### src/rtl/core/tsa_pkg.sv
// Shared types and constants for the timing statistics accumulator.
`default_nettype none

package tsa_pkg;

    localparam int unsigned CNT_W   = 32;
    localparam int unsigned TIME_W  = 64;
    localparam int unsigned STEP_W  = $clog2(TIME_W);

    typedef enum logic [0:0] {
        OP_ACCUMULATE  = 1'b0,
        OP_READ_CLEAR  = 1'b1
    } op_t;

    typedef enum logic [2:0] {
        ST_IDLE,
        ST_CHECK,
        ST_PER_WAIT,
        ST_UPDATE,
        ST_MEAN,
        ST_MEAN_WAIT,
        ST_EMIT
    } state_t;

    // Commands from the controller to the datapath.
    typedef struct packed {
        logic load;
        logic div_per;
        logic div_mean;
        logic update;
        logic emit;
    } cmd_t;

    // Status from the datapath to the controller.
    typedef struct packed {
        logic acc_nonzero;
        logic count_zero;
        logic div_done;
    } status_t;

endpackage

`default_nettype wire

### src/rtl/core/tsa_divider.sv
// Restoring radix-2 divider: 64-bit dividend by 32-bit divisor, one bit per cycle.
`default_nettype none

module tsa_divider (
    input  wire logic                       clk,
    input  wire logic                       rst_n,
    input  wire logic                       start,
    input  wire logic [tsa_pkg::TIME_W-1:0] dividend,
    input  wire logic [tsa_pkg::CNT_W-1:0]  divisor,
    output logic                            done,
    output logic [tsa_pkg::TIME_W-1:0]      quotient
);
    import tsa_pkg::*;

    logic                busy_reg, busy_next;
    logic                done_reg, done_next;
    logic [STEP_W-1:0]   step_reg, step_next;
    logic [CNT_W-1:0]    rem_reg, rem_next;
    logic [TIME_W-1:0]   quo_reg, quo_next;
    logic [CNT_W-1:0]    dvs_reg, dvs_next;
    logic [CNT_W:0]      shifted;
    logic [CNT_W:0]      diff;

    always_comb
    begin
        shifted   = {rem_reg, quo_reg[TIME_W-1]};
        diff      = shifted - {1'b0, dvs_reg};
        busy_next = busy_reg;
        done_next = 1'b0;
        step_next = step_reg;
        rem_next  = rem_reg;
        quo_next  = quo_reg;
        dvs_next  = dvs_reg;
        if (start)
        begin
            busy_next = 1'b1;
            step_next = '0;
            rem_next  = '0;
            quo_next  = dividend;
            dvs_next  = divisor;
        end
        else if (busy_reg)
        begin
            // The remainder stays below the divisor, so the shifted value fits 33 bits.
            if (!diff[CNT_W])
            begin
                rem_next = diff[CNT_W-1:0];
                quo_next = {quo_reg[TIME_W-2:0], 1'b1};
            end
            else
            begin
                rem_next = shifted[CNT_W-1:0];
                quo_next = {quo_reg[TIME_W-2:0], 1'b0};
            end
            step_next = step_reg + 1'b1;
            if (step_reg == STEP_W'(TIME_W - 1))
            begin
                busy_next = 1'b0;
                done_next = 1'b1;
            end
        end
    end

    always_ff @(posedge clk or negedge rst_n)
    begin
        if (!rst_n)
        begin
            busy_reg <= 1'b0;
            done_reg <= 1'b0;
            step_reg <= '0;
        end
        else
        begin
            busy_reg <= busy_next;
            done_reg <= done_next;
            step_reg <= step_next;
        end
    end

    always_ff @(posedge clk)
    begin
        rem_reg <= rem_next;
        quo_reg <= quo_next;
        dvs_reg <= dvs_next;
    end

    assign done     = done_reg;
    assign quotient = quo_reg;

endmodule

`default_nettype wire

### src/rtl/core/tsa_datapath.sv
// Statistics registers, input and output holding registers and the shared divider.
`default_nettype none

module tsa_datapath (
    input  wire logic                       clk,
    input  wire logic                       rst_n,
    input  wire tsa_pkg::cmd_t              cmd,
    output tsa_pkg::status_t                status,
    input  wire logic                       opcode,
    input  wire logic [tsa_pkg::CNT_W-1:0]  sample_count,
    input  wire logic [tsa_pkg::TIME_W-1:0] sample_total,
    output logic [tsa_pkg::CNT_W-1:0]       total_count,
    output logic [tsa_pkg::TIME_W-1:0]      total_sum,
    output logic [tsa_pkg::TIME_W-1:0]      min_time,
    output logic [tsa_pkg::TIME_W-1:0]      max_time,
    output logic [tsa_pkg::TIME_W-1:0]      mean_time
);
    import tsa_pkg::*;

    op_t               op_reg;
    logic [CNT_W-1:0]  cnt_in_reg;
    logic [TIME_W-1:0] total_in_reg;

    logic [CNT_W-1:0]  count_reg, count_next;
    logic [TIME_W-1:0] sum_reg, sum_next;
    logic [TIME_W-1:0] min_reg, min_next;
    logic [TIME_W-1:0] max_reg, max_next;

    logic [CNT_W-1:0]  out_count_reg;
    logic [TIME_W-1:0] out_sum_reg;
    logic [TIME_W-1:0] out_min_reg;
    logic [TIME_W-1:0] out_max_reg;
    logic [TIME_W-1:0] out_mean_reg;

    logic              div_start;
    logic [TIME_W-1:0] div_dividend;
    logic [CNT_W-1:0]  div_divisor;
    logic              div_done;
    logic [TIME_W-1:0] div_quotient;

    assign div_start    = cmd.div_per | cmd.div_mean;
    assign div_dividend = cmd.div_per ? total_in_reg : sum_reg;
    assign div_divisor  = cmd.div_per ? cnt_in_reg : count_reg;

    tsa_divider u_divider (
        .clk      (clk),
        .rst_n    (rst_n),
        .start    (div_start),
        .dividend (div_dividend),
        .divisor  (div_divisor),
        .done     (div_done),
        .quotient (div_quotient)
    );

    always_ff @(posedge clk)
    begin
        if (cmd.load)
        begin
            op_reg       <= op_t'(opcode);
            cnt_in_reg   <= sample_count;
            total_in_reg <= sample_total;
        end
    end

    always_comb
    begin
        count_next = count_reg;
        sum_next   = sum_reg;
        min_next   = min_reg;
        max_next   = max_reg;
        if (cmd.update)
        begin
            // An empty store takes the per-sample time as both bounds.
            if (count_reg == '0)
            begin
                min_next = div_quotient;
                max_next = div_quotient;
            end
            else
            begin
                if (div_quotient < min_reg)
                    min_next = div_quotient;
                if (div_quotient > max_reg)
                    max_next = div_quotient;
            end
            count_next = count_reg + cnt_in_reg;
            sum_next   = sum_reg + total_in_reg;
        end
        else if (cmd.emit && op_reg == OP_READ_CLEAR)
        begin
            count_next = '0;
            sum_next   = '0;
            min_next   = '0;
            max_next   = '0;
        end
    end

    always_ff @(posedge clk or negedge rst_n)
    begin
        if (!rst_n)
        begin
            count_reg <= '0;
            sum_reg   <= '0;
            min_reg   <= '0;
            max_reg   <= '0;
        end
        else
        begin
            count_reg <= count_next;
            sum_reg   <= sum_next;
            min_reg   <= min_next;
            max_reg   <= max_next;
        end
    end

    always_ff @(posedge clk)
    begin
        if (cmd.emit)
        begin
            out_count_reg <= count_reg;
            out_sum_reg   <= sum_reg;
            out_min_reg   <= min_reg;
            out_max_reg   <= max_reg;
            out_mean_reg  <= (count_reg == '0) ? '0 : div_quotient;
        end
    end

    assign status.acc_nonzero = (op_reg == OP_ACCUMULATE) && (cnt_in_reg != '0);
    assign status.count_zero  = (count_reg == '0);
    assign status.div_done    = div_done;

    assign total_count = out_count_reg;
    assign total_sum   = out_sum_reg;
    assign min_time    = out_min_reg;
    assign max_time    = out_max_reg;
    assign mean_time   = out_mean_reg;

endmodule

`default_nettype wire

### src/rtl/core/tsa_ctrl.sv
// Sequencing state machine and output word valid flag.
`default_nettype none

module tsa_ctrl (
    input  wire logic             clk,
    input  wire logic             rst_n,
    input  wire logic             in_valid,
    output logic                  in_stall,
    output logic                  out_valid,
    input  wire logic             out_stall,
    output tsa_pkg::cmd_t         cmd,
    input  wire tsa_pkg::status_t status
);
    import tsa_pkg::*;

    state_t state_reg, state_next;
    logic   out_valid_reg, out_valid_next;
    logic   slot_free;

    assign slot_free = !out_valid_reg || !out_stall;

    always_comb
    begin
        state_next = state_reg;
        unique case (state_reg)
            ST_IDLE:
                if (in_valid)
                    state_next = ST_CHECK;
            ST_CHECK:
                state_next = status.acc_nonzero ? ST_PER_WAIT : ST_MEAN;
            ST_PER_WAIT:
                if (status.div_done)
                    state_next = ST_UPDATE;
            ST_UPDATE:
                state_next = ST_MEAN;
            ST_MEAN:
                state_next = status.count_zero ? ST_EMIT : ST_MEAN_WAIT;
            ST_MEAN_WAIT:
                if (status.div_done)
                    state_next = ST_EMIT;
            ST_EMIT:
                if (slot_free)
                    state_next = ST_IDLE;
            default:
                state_next = ST_IDLE;
        endcase
    end

    always_comb
    begin
        cmd      = '0;
        in_stall = 1'b1;
        unique case (state_reg)
            ST_IDLE:
            begin
                in_stall = 1'b0;
                cmd.load = in_valid;
            end
            ST_CHECK:     cmd.div_per  = status.acc_nonzero;
            ST_PER_WAIT:  cmd.update   = 1'b0;
            ST_UPDATE:    cmd.update   = 1'b1;
            ST_MEAN:      cmd.div_mean = !status.count_zero;
            ST_MEAN_WAIT: cmd.emit     = 1'b0;
            ST_EMIT:      cmd.emit     = slot_free;
            default:      cmd          = '0;
        endcase
    end

    always_comb
    begin
        out_valid_next = out_valid_reg;
        if (cmd.emit)
            out_valid_next = 1'b1;
        else if (!out_stall)
            out_valid_next = 1'b0;
    end

    always_ff @(posedge clk or negedge rst_n)
    begin
        if (!rst_n)
        begin
            state_reg     <= ST_IDLE;
            out_valid_reg <= 1'b0;
        end
        else
        begin
            state_reg     <= state_next;
            out_valid_reg <= out_valid_next;
        end
    end

    assign out_valid = out_valid_reg;

endmodule

`default_nettype wire

### src/rtl/core/timing_statistics_accumulator.sv
// An accumulate with a nonzero count runs two 64-step divisions on the one shared
// radix-2 divider, first for the per-sample time and then for the mean; any other word runs
// only the mean division, or none when the store is empty.
// One word is worked on at a time; the next word can be taken in the cycle after the
// result is loaded, even while that result waits downstream.
// Reset (asynchronous, active low) clears count, sum, minimum, maximum and all control state.
`default_nettype none

module timing_statistics_accumulator (
    input  wire logic                       clk,
    input  wire logic                       rst_n,
    input  wire logic                       in_valid,
    output logic                            in_stall,
    input  wire logic                       opcode,
    input  wire logic [tsa_pkg::CNT_W-1:0]  sample_count,
    input  wire logic [tsa_pkg::TIME_W-1:0] sample_total,
    output logic                            out_valid,
    input  wire logic                       out_stall,
    output logic [tsa_pkg::CNT_W-1:0]       total_count,
    output logic [tsa_pkg::TIME_W-1:0]      total_sum,
    output logic [tsa_pkg::TIME_W-1:0]      min_time,
    output logic [tsa_pkg::TIME_W-1:0]      max_time,
    output logic [tsa_pkg::TIME_W-1:0]      mean_time
);
    import tsa_pkg::*;

    cmd_t    cmd;
    status_t status;

    tsa_ctrl u_ctrl (
        .clk       (clk),
        .rst_n     (rst_n),
        .in_valid  (in_valid),
        .in_stall  (in_stall),
        .out_valid (out_valid),
        .out_stall (out_stall),
        .cmd       (cmd),
        .status    (status)
    );

    tsa_datapath u_datapath (
        .clk          (clk),
        .rst_n        (rst_n),
        .cmd          (cmd),
        .status       (status),
        .opcode       (opcode),
        .sample_count (sample_count),
        .sample_total (sample_total),
        .total_count  (total_count),
        .total_sum    (total_sum),
        .min_time     (min_time),
        .max_time     (max_time),
        .mean_time    (mean_time)
    );

    // A word taken in is worked on before another one is taken.
    a_busy_after_accept: assert property (@(posedge clk) disable iff (!rst_n)
        (in_valid && !in_stall) |=> in_stall)
        else $error("input taken while previous word still in work");

    // A result never overwrites a word that is still waiting downstream.
    a_no_overwrite: assert property (@(posedge clk) disable iff (!rst_n)
        cmd.emit |-> (!out_valid || !out_stall))
        else $error("result loaded over a stalled output word");

    // The divider only finishes while a word is in work.
    a_done_when_busy: assert property (@(posedge clk) disable iff (!rst_n)
        status.div_done |-> in_stall)
        else $error("divider finished while idle");

endmodule

`default_nettype wire
### config.mk
export PLATFORM = sky130hd
export DESIGN_NAME = timing_statistics_accumulator
export DESIGN_NICKNAME = d
export VERILOG_FILES = /design/src/rtl/core/tsa_pkg.sv /design/src/rtl/core/tsa_divider.sv /design/src/rtl/core/tsa_datapath.sv /design/src/rtl/core/tsa_ctrl.sv /design/src/rtl/core/timing_statistics_accumulator.sv
export SDC_FILE = /design/constraint.sdc
export NUM_CORES = 1
export LEC_CHECK = 0
export BUFFER_PORTS_ARGS = -buffer_cell sky130_fd_sc_hd__buf_2
export CELL_PAD_IN_SITES_DETAIL_PLACEMENT = 0
export CELL_PAD_IN_SITES_GLOBAL_PLACEMENT = 1
export CORE_ASPECT_RATIO = 0.8
export CORE_UTILIZATION = 30
export DETAILED_ROUTE_END_ITERATION = 10
export HOLD_SLACK_MARGIN = 0.06
export PLACE_DENSITY = 0.59
export SLEW_MARGIN = 10
export SYNTH_ARGS = -nofsm -noshare
export SYNTH_HDL_FRONTEND = slang
export SYNTH_SLANG_ARGS = --single-unit
### constraint.sdc
create_clock -name clk -period 37.6 [get_ports clk]
set_input_delay 3.76 -clock clk [delete_from_list [all_inputs] [get_ports clk]]
set_output_delay 3.76 -clock clk [all_outputs]
set_load 0.01 [all_outputs]
==> flow_summary.ini, run 1 <==
[floorplan]
io_pins = 391
die_w_um = 391
core_area_sq_um = 119000
die_height_um = 313
dieArea_sq_um = 122000
start_util_pct = 30.4
num_rows = 113

[logic_synthesis]
synth_area_leaders = edfxtp_1 40%, dfrtp_1 16%, ha_1 8.8%
netlist_instances = 3085
synth_seq_cells = 749
synth.avg_cell_area_sq_um = 11.8
ys.flop_type = edfxtp_1
yosysMostFrequentCell = edfxtp_1
synth_edf_count = 481
synth_top_cell_by_area = edfxtp_1
ys_types = 73
synthTopCellsByCount = 481 x edfxtp_1, 309 x nand2_1, 254 x ha_1
ys_seq_area_share_pct = 57.8
async_reset_ff_share_pct = 31.5
synth_nets = 3443
synth_warnings = 0
yosys.area.top_type_share_pct = 39.8
synth_area_sq_um = 36300

[global_route]
grt_max_degree = 169
grt_pass1_wl_mm = 164
grt_overflow_total = 0
grt_antenna_before_repair = 4
grt_usage_pct = 17.8
first_global_vias = 25000

[hold_path]
hp-class = reg2reg

[status]
status = completed

[sta]
slew_headroom_pct = 26.8
tightest_slew_ns = 1.10
skew_ns = 0.0415
hold_viol = 0
setup_ws_ns = 31.83
slew_violations = 0
fin_setup_tns_ns = 0
clock.fmax_ghz = 0.173
rsz0062_at_grt = no
fin_crit_sh_pct = 15.3
setup_viol = 0
period_needed_ns = 5.77

[worst_setup_path]
endpoint_kind = output port
path_class = reg2out
critPathMaxFanout = 16
cp-start-kind = register
crit_required_ns = 33.84
arrival_ns = 2.01

[finish]
area_delta_synth_final_pct = 18.7
final_nets = 3820
drive_above_1_share_pct = 17.4
postLayoutCellArea_sq_um = 43100

[clocking]
post_cts_buffers = 0
clk_latency_ns = 0.70
cts.sink_count = 749
path_clk_slew_ns = 0.06
cts_tree = done
cts_hold_repair.buffers = 0
clock_path_buffers = 3
htree_levels = 3
numCtsBuffers = 86
root_buffer = clkbuf_16
cts_resized = 0

[route]
viasPerCell = 4.94
wl_per_cell_um = 21.5
vias = 25400
ant_nets = 0
drt_iter0_drc = 1676
drc = 0
dr.pass1.iters = 5
drt_wl_total_mm = 110

[power]
powerDensity_nw_per_um2 = 86.6
power_frac_comb_pct = 38.8
sw_frac_of_total_pct = 38.5
pwr-share-seq_pct = 37.6
p_int_uw = 2290
ir_drop_uv = 43.5
power.total_uw = 3730
leakage_uw = 0.0183
switching_power_uw = 1440
clkPwrFrac_pct = 23.6

[placed_design]
hpwl_mm = 77.9
routabilityCongestion = 0.835
pre_cts_ws_ns = 31.05
placed_cell_area_sq_um = 40100
io_buffer_count = 390

[run]
drv_cap = 0
==> cell families after synthesis <==
family	synth area share, %
buffers and inverters	3.36
AO/OA/AOI/OAI	16.5
adder cells (fa/ha/maj)	8.92
AND/OR/NAND/NOR	9.13
multiplexers	1.49
XOR/XNOR	2.80
flip-flops	57.8
==> path summary, 6_finish.rpt <==
path | slack [ns] | startpoint | end | cells after the start
max | 31.83 | u_ctrl.state_reg[2]$_DFFE_PN0P_ | in_stall | 2
min | 0.48 | u_datapath.min_reg[7]$_DFFE_PN0P_ | u_datapath.min_time[7]$_DFFE_PP_ | 0
max reg2reg | 32.82 | u_datapath.u_divider.quotient[59]$_DFFE_PP_ | u_datapath.min_reg[40]$_DFFE_PN0P_ | 10
min reg2reg | 0.48 | u_datapath.min_reg[7]$_DFFE_PN0P_ | u_datapath.min_time[7]$_DFFE_PP_ | 0
max in group asynchronous | 33.09 | rst_n | u_datapath.min_reg[50]$_DFFE_PN0P_ | 2
min in group asynchronous | 3.07 | rst_n | u_datapath.max_reg[4]$_DFFE_PN0P_ | 1
==> through the flow <==
stage                     utilization (%)  std cells  hold slack, ns
after floorplan                         -       3085           0.420
after detailed placement             33.6       4984           0.465
final                                36.1       5147           0.482
after CTS                            36.1       5145           0.479
after global placement               33.6       4984           0.465
after global routing                 36.1       5145           0.492
==> power by group through the flow <==
| stage | Sequential [uW] | Combinational, uW | Clock [uW] |
|---|---|---|---|
| 6_report | 1400 | 1450 | 880 |
| 4_1_cts | 1400 | 1460 | 907 |
| 2_1_floorplan | 1400 | 1010 | 0 |
| 3_5_place_dp | 1420 | 1450 | 0 |
| 5_1_grt | 1430 | 1640 | 934 |
| 3_3_place_gp | 1420 | 1450 | 0 |
==> placed cells by master, fill, tap and decap left out, types with 28 or more instances in the layout <==
master,synthesis,layout
a21o_1,107,107
o21ai_0,187,187
nor2_1,117,113
a22oi_1,66,66
o21bai_1,28,28
buf_2,3,389
nor2b_1,80,80
nand2_1,309,307
clkbuf_16,0,90
a21oi_1,208,206
dfrtp_1,236,236
ha_1,254,254
mux2_2,33,33
dfxtp_1,32,32
nand4_1,54,54
edfxtp_1,481,481
xnor2_1,64,64
a22o_1,141,141
inv_1,198,198
xor2_1,50,50
==> per-layer routing <==
layer / global-route usage, % / vias to the layer above / part of all wire, %
met5: 0 / - / 0
met4: 4.47 / 0 / 1.8
met3: 3.38 / 109 / 5.0
met2: 26.2 / 565 / 43
met1: 26.8 / 12500 / 51
li1: - / 12200 / -
==> layout make-up <==
class	instances	area [sq um]
fillers	11900	76300
multi-input cells	2012	14200
well taps	1610	2010
inverters	198	743
repair buffers	415	2170
flip-flops and latches	749	21000
diodes	2	5.00
clock buffers	112	2390
clock inverters	49	552
==> worst max-delay path: stages, from the launching register on <==
cell and delay (ns):
dfrtp_1 0.57, or3_1 0.50, buf_2 0.23
No activity file was read; power rests on OpenSTA's default activity.
==> run 2, diff against run 1 <==
--- a/config.mk
+++ b/config.mk
@@ -5,6 +5,7 @@
 export SDC_FILE = /design/constraint.sdc
 export NUM_CORES = 1
 export LEC_CHECK = 0
+export ABC_AREA = 1
 export BUFFER_PORTS_ARGS = -buffer_cell sky130_fd_sc_hd__buf_2
 export CELL_PAD_IN_SITES_DETAIL_PLACEMENT = 0
 export CELL_PAD_IN_SITES_GLOBAL_PLACEMENT = 1
@@ -12,7 +13,7 @@
 export CORE_UTILIZATION = 30
 export DETAILED_ROUTE_END_ITERATION = 10
 export HOLD_SLACK_MARGIN = 0.06
-export PLACE_DENSITY = 0.59
+export PLACE_DENSITY = 0.61
 export SLEW_MARGIN = 10
 export SYNTH_ARGS = -nofsm -noshare
 export SYNTH_HDL_FRONTEND = slang
==> constraint.sdc (replaced) <==
create_clock -name clk -period 5.4 [get_ports clk]
set_input_delay 0.54 -clock clk [delete_from_list [all_inputs] [get_ports clk]]
set_output_delay 0.54 -clock clk [all_outputs]
set_load 0.01 [all_outputs]
==> run 2 against run 1 <==
  * Synthesized area up 7.9%
  * Register-to-register slack got worse by 31 ns
  * Worst setup slack worse by 30 ns
  * Synthesized cell count increased by 44%
  * Power grew to 8.0 times the previous value
  * Global-route usage grew 2.1 points
  * Clock power increased to 7.1 times the previous value
  * Core utilization rose by 0.22 points
  * Final cell count rose by 31%
  * Sequential cell count is the same
  * Sequential share of layout area fell by 4.1 points
  * Critical path type is now reg2reg
  * Highest routed layer unchanged
==> flow_summary.ini, run 2 <==
[status]
status = completed

[global_route]
grt_max_degree = 103
grt_usage_pct = 20.0
first_global_vias = 30700
grt_pass1_wl_mm = 198
grt_overflow_total = 0
grt_antenna_before_repair = 4

[clocking]
numCtsBuffers = 86
path_clk_slew_ns = 0.06
clock_path_buffers = 3
cts_resized = 0
htree_levels = 3
root_buffer = clkbuf_16
clk_latency_ns = 0.69
cts_tree = done
cts.sink_count = 749

[floorplan]
num_rows = 118
die_height_um = 325
start_util_pct = 30.2
dieArea_sq_um = 132000
io_pins = 391
die_w_um = 406
core_area_sq_um = 129000

[route]
drc = 0
vias = 31700
wl_per_cell_um = 19.7
dr.pass1.iters = 5
ant_nets = 0
viasPerCell = 4.71
drt_iter0_drc = 2442
drt_wl_total_mm = 132

[finish]
multiInputGateArea_sq_um = 15700
area_delta_synth_final_pct = 20.1
seq_area_sq_um = 21000
final_cell_mix = 1314 x nand2_1, 529 x inv_1, 481 x edfxtp_1, 437 x nor2_1, 389 x buf_2
nFillCells = 13400
final_nets = 5273
fin_cells = 6729
layout_commonest_cell = nand2_1
drive_above_1_share_pct = 11.8

[power]
switching_power_uw = 13300
p_int_uw = 16600
pwr-share-seq_pct = 33.3
ir_drop_uv = 264
power_frac_comb_pct = 45.8
powerDensity_nw_per_um2 = 637
leakage_uw = 0.0208
clkPwrFrac_pct = 20.9
sw_frac_of_total_pct = 44.6

[logic_synthesis]
synthTopCellsByCount = 1317 x nand2_1, 532 x inv_1, 481 x edfxtp_1
async_reset_ff_share_pct = 31.5
netlist_instances = 4431
ys_types = 43
synth_warnings = 0
yosys.area.top_type_share_pct = 36.9
synth_edf_count = 481
synth_area_leaders = edfxtp_1 37%, dfrtp_1 15%, nand2_1 13%
synth_top_cell_by_area = edfxtp_1
synth_seq_cells = 749
synth_nets = 4789
yosysMostFrequentCell = nand2_1
synth_area_sq_um = 39100
ys_seq_area_share_pct = 53.6
ys.flop_type = edfxtp_1
synth.avg_cell_area_sq_um = 8.83

[placed_design]
hpwl_mm = 100
placed_cells = 6474
io_buffer_count = 390
pre_cts_ws_ns = 1.53
routabilityCongestion = 0.933

[sta]
setup_ws_ns = 1.44
tightest_slew_ns = 1.22
period_needed_ns = 3.96
fin_setup_tns_ns = 0
slew_violations = 0
rsz0062_at_grt = no
hold_viol = 0
setup_viol = 0
slew_headroom_pct = 17.7
skew_ns = 0.0302
fin_crit_sh_pct = 73.3
clock.fmax_ghz = 0.253

[worst_setup_path]
critPathMaxFanout = 66
path_class = reg2reg
rrSetupSlack_ns = 1.44
cp-start-kind = register
arrival_ns = 4.31
endpoint_kind = register
crit_required_ns = 5.75

[run]
drv_cap = 0

[hold_path]
hp-class = in2reg
[run 2: cell count changes after synthesis, sizes merged, moves of 49 or more]
| cell | change |
|---|---|
| nand2 | +1014 |
| inv | +340 |
| nor2 | +323 |
| a22o | -140 |
| nand3 | +113 |
| a21o | -98 |
| a21oi | +82 |
| nor2b | -80 |
| a22oi | -66 |
| clkbuf | -60 |
| o211ai | +59 |
| o21ai | +49 |
[run 2: critical path: stages (launching register included)]
cell      delay, ns
edfxtp_1       0.39
inv_1          0.08
nand4_1        0.13
nor4_1         1.05
nand2_4        0.04
buf_4          0.34
nand3_2        0.20
nand2_4        0.31
nor2_4         0.17
buf_4          0.38
clkinv_2       0.11
buf_4          0.31
[run 2: layout make-up]
class | count | area share [%]
Clock inverter | 41 | 1.13
Multi-Input combinational cell | 3031 | 33.4
Inverter | 538 | 4.30
Antenna cell | 1 | 0.00532
Timing Repair Buffer | 509 | 6.59
Tap cell | 1740 | 4.63
Clock buffer | 120 | 5.26
Sequential cell | 749 | 44.6
[run 2: cells by family after synthesis]
family,after synthesis,synth area share (%)
AOI/OAI and AO/OA,656,9.17
xor gates and xnor gates,36,0.805
adders and majority gates,257,8.27
buffers and inverters,651,6.44
DFF,749,53.6
and+or+nand+nor,2082,21.7
[run 2: what timing repair did]
item	CTS	global route
hold buffers	93	0
hold endpoints to repair	153	0
setup buffers	0	0
[run 2: final timing paths]
check,cells after the start,end,start
setup / recovery,11,u_datapath.u_divider.quotient[56]$_DFFE_PP_,u_datapath.cnt_in_reg[6]$_DFFE_PP_
hold / removal,1,u_datapath.total_in_reg[53]$_DFFE_PP_,sample_total[53]
setup reg to reg,11,u_datapath.u_divider.quotient[56]$_DFFE_PP_,u_datapath.cnt_in_reg[6]$_DFFE_PP_
hold reg to reg,0,u_datapath.min_time[60]$_DFFE_PP_,u_datapath.min_reg[60]$_DFFE_PN0P_
max in group asynchronous,3,u_datapath.min_reg[59]$_DFFE_PN0P_,rst_n
min in group asynchronous,2,u_datapath.sum_reg[9]$_DFFE_PN0P_,rst_n
[run 2: power groups by stage]
stage                     combinational (uW)  sequential (uW)  clock (uW)
after floorplan                         9450             9530           0
after global placement                 13600            10100           0
after detailed placement               13700            10100           0
after CTS                              13800            10000        6430
after global routing                   15700            10200        6650
final                                  13700             9980        6250
[run 2: metal layers]
metal / track usage, % / up-vias / share of wire, %
li1: - / 15700 / -
met1: 29.7 / 15000 / 49
met2: 30.0 / 790 / 43
met3: 3.50 / 138 / 5.7
met4: 4.63 / 0 / 1.9
met5: 0 / - / 0
[run 2: per-stage QoR]
stage	power, uW	hold slack [ns]	util (%)	cell area, sq um
CTS	30200	0.0645	36.3	47000
detailed placement	23800	0.461	33.3	43100
finish	29900	0.111	36.3	47000
global route	32500	0.0837	36.3	47000
floorplan	19000	0.244	-	39200
global placement	23700	0.461	33.3	43100
